[config.mk]
export PLATFORM = sky130hd
export DESIGN_NAME = tcf_front
export DESIGN_NICKNAME = d
export VERILOG_FILES = /design/src/design/tcf_pkg.sv /design/src/design/tcf_front.sv
export SDC_FILE = /design/constraint.sdc
export NUM_CORES = 1
export LEC_CHECK = 0
export ABC_AREA = 1
export BUFFER_PORTS_ARGS = -buffer_cell sky130_fd_sc_hd__buf_2
export CAP_MARGIN = 5
export CORE_UTILIZATION = 24
export DETAILED_ROUTE_END_ITERATION = 10
export GPL_TIMING_DRIVEN = 0
export PLACE_DENSITY_LB_ADDON = 0.1
export SYNTH_ARGS = -nofsm -noshare
export SYNTH_HDL_FRONTEND = slang
export SYNTH_SLANG_ARGS = --single-unit
export TNS_END_PERCENT = 50
[constraint.sdc]
create_clock -name clk_i -period 5.35 [get_ports clk_i]
set_input_delay 0.8025 -clock clk_i [delete_from_list [all_inputs] [get_ports clk_i]]
set_output_delay 0.8025 -clock clk_i [all_outputs]
set_load 0.02 [all_outputs]
[src/design/tcf_pkg.sv]
// shared types, constants and tables for the tilt complementary filter
package tcf_pkg;

  // cordic configuration
  localparam int CORDIC_STEPS = 16;
  localparam int ATAN_LEN     = 24;
  localparam int CORDIC_ITERS = (CORDIC_STEPS > ATAN_LEN) ? ATAN_LEN : CORDIC_STEPS;
  localparam int ITER_W       = 5;
  localparam int IN_W         = 21;
  localparam int VEC_W        = 36;
  localparam int ANG_W        = 26;
  localparam int PRE_SHIFT    = 12;
  localparam logic signed [ANG_W-1:0] ANG_90 = 26'sd5898240;

  // datapath sizes
  localparam int MUL_A_W    = 36;
  localparam int MUL_B_W    = 18;
  localparam int PROD_W     = MUL_A_W + MUL_B_W;
  localparam int SQRT_STEPS = 20;
  localparam int Q_DEPTH    = 2;
  localparam int NUM_AXES   = 3;

  localparam logic signed [16:0] ANG_MAX    = 17'sd46080;
  localparam logic [16:0]        ALPHA_ONE  = 17'd65536;
  localparam logic [7:0]         GYRO_DIV   = 8'd131;
  localparam logic [15:0]        GYRO_ROUND = 16'd65;

  // reciprocals of 131: 2^39 scale for values below 2^31, 2^24 scale below 2^16
  localparam logic [31:0] RECIP_M     = 32'd4196609267;
  localparam int          RECIP_SHIFT = 39;
  localparam logic [16:0] RECIP2_M    = 17'd128071;

  // multiplier schedule
  localparam logic [2:0] OP_A_LAST = 3'd5;
  localparam logic [2:0] OP_B_LAST = 3'd6;

  // register map
  localparam logic [2:0] REG_BLEND_WEIGHT  = 3'd0;
  localparam logic [2:0] REG_SAMPLE_PERIOD = 3'd1;
  localparam logic [2:0] REG_LEFT_LIMIT    = 3'd2;
  localparam logic [2:0] REG_RIGHT_LIMIT   = 3'd3;
  localparam logic [2:0] REG_TOP_LIMIT     = 3'd4;
  localparam logic [2:0] REG_BOTTOM_LIMIT  = 3'd5;

  localparam logic [16:0]       RST_BLEND_WEIGHT  = 17'd64225;
  localparam logic [15:0]       RST_SAMPLE_PERIOD = 16'd6554;
  localparam logic signed [8:0] RST_LEFT_LIMIT    = -9'sd10;
  localparam logic signed [8:0] RST_RIGHT_LIMIT   = 9'sd10;
  localparam logic signed [8:0] RST_TOP_LIMIT     = 9'sd10;
  localparam logic signed [8:0] RST_BOTTOM_LIMIT  = -9'sd10;

  typedef struct packed {
    logic signed [15:0] acc_x;
    logic signed [15:0] acc_y;
    logic signed [15:0] acc_z;
    logic signed [15:0] rate_x;
    logic signed [15:0] rate_y;
    logic signed [15:0] rate_z;
  } sample_t;

  typedef struct packed {
    logic [16:0]       blend_weight;
    logic [15:0]       sample_period;
    logic signed [8:0] left_limit;
    logic signed [8:0] right_limit;
    logic signed [8:0] top_limit;
    logic signed [8:0] bottom_limit;
  } cfg_t;

  typedef enum logic [3:0] {
    ST_IDLE,
    ST_MUL_A,
    ST_SQRT,
    ST_ROLL_GO,
    ST_ROLL,
    ST_PITCH_GO,
    ST_PITCH,
    ST_DIV_WAIT,
    ST_MUL_B,
    ST_OUT
  } eng_state_e;

  // arctangent of 2^-i in 1/65536 degree, rounded
  function automatic logic [21:0] atan_deg16(input logic [4:0] idx);
    logic [21:0] v;
    case (idx)
      5'd0:  v = 22'd2949120;
      5'd1:  v = 22'd1740967;
      5'd2:  v = 22'd919879;
      5'd3:  v = 22'd466945;
      5'd4:  v = 22'd234379;
      5'd5:  v = 22'd117304;
      5'd6:  v = 22'd58666;
      5'd7:  v = 22'd29335;
      5'd8:  v = 22'd14668;
      5'd9:  v = 22'd7334;
      5'd10: v = 22'd3667;
      5'd11: v = 22'd1833;
      5'd12: v = 22'd917;
      5'd13: v = 22'd458;
      5'd14: v = 22'd229;
      5'd15: v = 22'd115;
      5'd16: v = 22'd57;
      5'd17: v = 22'd29;
      5'd18: v = 22'd14;
      5'd19: v = 22'd7;
      5'd20: v = 22'd4;
      5'd21: v = 22'd2;
      5'd22: v = 22'd1;
      default: v = 22'd0;
    endcase
    return v;
  endfunction

endpackage

[src/design/tcf_front.sv]
// input side: accepts samples into a two-entry queue toward the engine
module tcf_front (
  input  logic              clk_i,
  input  logic              rst_ni,
  input  logic              in_valid_i,
  output logic              in_stall_o,
  input  tcf_pkg::sample_t  in_data_i,
  output logic              q_valid_o,
  input  logic              q_pop_i,
  output tcf_pkg::sample_t  q_data_o
);

  tcf_pkg::sample_t entry_q [tcf_pkg::Q_DEPTH];
  logic       wr_ptr_q, rd_ptr_q;
  logic [1:0] count_q;
  logic       push, pop;

  assign in_stall_o = (count_q == 2'(tcf_pkg::Q_DEPTH));
  assign q_valid_o  = (count_q != 2'd0);
  assign q_data_o   = entry_q[rd_ptr_q];
  assign push       = in_valid_i && !in_stall_o;
  assign pop        = q_pop_i && q_valid_o;

  // pointers and fill level
  always_ff @(posedge clk_i or negedge rst_ni) begin
    if (!rst_ni) begin
      wr_ptr_q <= 1'b0;
      rd_ptr_q <= 1'b0;
      count_q  <= 2'd0;
    end else begin
      if (push) wr_ptr_q <= ~wr_ptr_q;
      if (pop)  rd_ptr_q <= ~rd_ptr_q;
      count_q <= 2'(count_q + {1'b0, push} - {1'b0, pop});
    end
  end

  // queue storage
  always_ff @(posedge clk_i) begin
    if (push) entry_q[wr_ptr_q] <= in_data_i;
  end

endmodule

# == Word-level counts from Yosys, hierarchy flattened ==
# Memory sizes are Yosys's and may differ from the RTL's.
# Cells that the tools add are included.
# W data, S select, Z words.
# word_totals
ff_bits,4
ram_bits,192
input_bits,100
elab_cells,15
memories,1
# op_classes
addsub,2
eq_ne,1
mux,2
bitwise_logic,2
reduce_logical,4
# mem_list
memory,depth,width,read_ports,rd_ports_with_merged_regs,write_ports,line_no,source
entry_q,2,96,1,0,1,tcf_front.sv:13,tcf_pkg::sample_t entry_q [tcf_pkg::Q_DEPTH];
# ops
operator,n
$add A2 B1 Y2,1
$eq A2 B2 Y1 const B,1
$logic_and A1 B1 Y1,2
$mux W1,2
$not A1 Y1,2
$reduce_bool A2 Y1,1
$sub A2 B1 Y2,1
$logic_not A1 Y1,1

# == Depth between registers and ports, before layout ==
# logic_depth
word_depth,5
depth_mapped,10

# == Least setup slack after synthesis ==
# OpenSTA, ideal clock, no wires.
# synth_path
path_type,input -> register
from,in in_valid_i
to,"mem entry_q[1][0] (netlist name), enable pin"
setup_ps,551
arrival_time_ps,4883
required_time_ps,4799
slack_ps,-84
cell_stages,2
cell_sequence,nand2_1 > nor2_1
# synth_via
elab_chain_len,3
# synth_lines
element,line_no,source
from (decl),tcf_front.sv:5,"input logic in_valid_i,"
$logic_and A1 B1 Y1,tcf_front.sv:21,assign push = in_valid_i && !in_stall_o;
$mux W1,tcf_front.sv:39,if (push) entry_q[wr_ptr_q] <= in_data_i;
$mux W1 (not written as such),tcf_front.sv:39,
to (decl),tcf_front.sv:13,
# Every way passes these cells.

==> results.md <==
- Setup bufs post-CTS: 0
- Die area: slightly above 0.03 mm^2
- Met1 usage: 0.1313
- Initial core utilization: 0.2436
- Final Max Tran Viols: 0
- Largest net degree at the start of global routing: 55
- LEAKAGE: about 4.0 nW
- Die X: ~180 um
- Grt ovf: 0
- Clock Sinks: roughly 200
- Global placement routability congestion: between 0.7 and 0.8
- CTS root buffer: clkbuf_16
- Worst reg2reg endpoint: entry_q[1][54]
- Vias in the first global route: roughly 4600
- Clock Skews: ~0.01 ns
- IO Count: between 150 and 200
- DR WL/cell: roughly 15 um
- CTS Hold Bufs: 0
- Met3 usage: 0.04481
- Post-Syn Instances: 534
- Mapped Avg Cell Area: roughly 14 um^2
- Final hold vios: 0
- Min Tclk post-route: 2.555 ns
- Post-DP HPWL: ~12000 um
- Most Used Layer, Global Route: met2
- Unique masters post-synth: 11
- Design Power: around 5.4 mW
- Routed vias/inst: 3.863
- Fin util: 0.3157
- Area of the core: approximately 0.030 mm^2
- # nets final: 856
- Pwr/cell area: 576.8 mW/mm^2
- Startpoint types: flop
- Least-Margin Pin Slew: 0.8535 ns
- Slack of the critical path: about 2.8 ns
- Worst reg2reg path startpoint: count_q[1]
- Layout cells sized above 1: 0.3316
- VDD IR max: between 0.15 and 0.2 mV
- Met2 GRT Util: 0.1868
- Crit end category: primary output
- RSZ-0062 raised after global routing: no
- Crit path cell chain: buf_4, inv_4, buf_6, buf_6, nand2_1, nand2_1, buf_2
- Tot GR Track Use: 0.1129
- Post-cts resize count: 0
- Initial antenna violation count: 5
- Fillers: between 3000 and 4000
- Fin crit share: 0.4776
- Yosys warning total: 0
- Fmax: 391.4 MHz
- Die H: roughly 180 um
- Max-slew headroom: 0.4297
- Port Buffer Count: a little under 200
- Area grow syn2layout: 29.58%
- Crit path max-delay family: buffers and inverters
- Wire length of the first global-routing pass: approximately 26000 um
- Clock Path Buffers: 2
- Register-to-Register Path Depth: 5
- Register area: about 0.0059 mm^2
- Max-Cap Viols: 0
- Drt total wl: ~17000 um
- Worst path buffer plus inverter count: 5
- Critical Path RT: approximately 4.6 ns
- Max H-tree Level: 4
- Syn Nets: 636
- Detailed-route via count: between 4000 and 5000
- Post-route cell area: 0.009356 mm^2
- Clock transition at path regs: approximately 0.07 ns
- 1st-iter DRT viols: about 210
- Clock latency on the worst-skew pair: around 0.42 ns
- HP Class: in -> async
- Seq cells post-synth: 196
- Final setup violation count: 0
- Worst-path fanout max: 10
- Slowest stage delay, CP: between 0.3 and 0.4 ns
- DRC violations left: 0
- First-pass detailed-route iteration total: 4
- Max stage delay cell, worst path: dfrtp_1
- Final cell count without fillers: 1160
- Status: finished, final reports clean
- Share of the yosys chip area belonging to registers: 0.8123
- Footprint of the multi-input gates: roughly 0.0012 mm^2
- CTS tree: yes
- Cell total after placement: ~1100
- Synthesized area: roughly 0.0072 mm^2
- R2R Setup Slk: 3.17 ns
- Critical Path AT: ~1.8 ns
- Final ANT Viol Nets: 0
- Worst slack, placed: between 2 and 3 ns
- WS Path Type: reg -> out
- Dpl cell area: 0.008800 mm^2
- Total CTS buffers: 17
- # rows: 63
cell usage in the layout, fill, tap and decap left out, types with 2 or more instances in the layout:
master	instances
dfrtp_1	4
inv_8	4
clkbuf_16	17
diode_2	4
buf_2	211
inv_6	3
ha_1	2
nand2_1	301
buf_12	2
buf_6	5
inv_4	2
inv_1	8
buf_4	2
nand3_1	3
clkinv_4	4
edfxtp_1	192
buf_16	2
clkbuf_1	2
cell families (layout without fill, tap and decap cells):
| kind of cell | count (synthesis) | in the layout | share of synthesized area |
|---|---|---|---|
| simple gates | 305 | 305 | 0.1591 |
| flops | 196 | 196 | 0.8123 |
| buf+inv | 31 | 263 | 0.02513 |
| fa+ha+maj | 2 | 2 | 0.003465 |
| other cells | 0 | 4 | 0 |
sequential cells by signal, summed over array words and instances, names as in the netlist:
register and flops:
entry_q 192, count_q 2, rd_ptr_q 1, wr_ptr_q 1
report_power, final:
part	switching, mW	total, mW	internal (mW)
Clock	0.589	1.20	0.614
Sequential	0.0700	2.16	2.09
Combinational	1.45	2.04	0.591
Total	2.10	5.40	3.29
how the worst max path moves through the flow:
stage               start        endpoint  slack (ns)  cells after the start
2_1_floorplan  in_valid_i   entry_q[1][0]        1.53                      2
3_3_place_gp   in_valid_i  entry_q[1][48]       -0.40                      3
3_5_place_dp   in_valid_i  entry_q[1][49]        2.71                      5
4_1_cts          rd_ptr_q    q_data_o[20]        2.72                      6
5_1_grt          rd_ptr_q    q_data_o[21]        2.65                      6
6_report         rd_ptr_q    q_data_o[85]        2.79                      7
through the flow:
step	TNS [ns]	hold WS, ns
after global placement	-37.15	0.4540
after detailed placement	0	0.4652
after CTS	0	0.1543
final	0	0.1710
after global routing	0	0.1557
after floorplan	0	0.4419
synthesized netlist by cell type:
master	n	area share
edfxtp_1	192	0.80
buf_2	14	0.0097
nand2_1	301	0.16
inv_1	9	0.0047
buf_4	2	0.0021
nor2_1	1	0.00052
buf_6	5	0.0078
nand3_1	3	0.0021
dfrtp_1	4	0.014
ha_1	2	0.0035
inv_4	1	0.00087
routing by layer:
metal | vias to the layer above | wire, um
met3 | 13 | 1425
met4 | 2 | 232
met1 | 2088 | 7408
li1 | 2240 | -
met5 | - | 8
met2 | 138 | 7959
layout make-up:
cell class / instances / area share
inverter: 10 / 0.004547
clock inverter: 12 / 0.01217
timing repair buffer: 201 / 0.1155
clock buffer: 19 / 0.04627
sequential: 196 / 0.6269
antenna: 4 / 0.001070
tap: 390 / 0.05215
multi-input combinational: 307 / 0.1262
buffer: 21 / 0.01511
No activity file was read; power rests on OpenSTA's default activity.
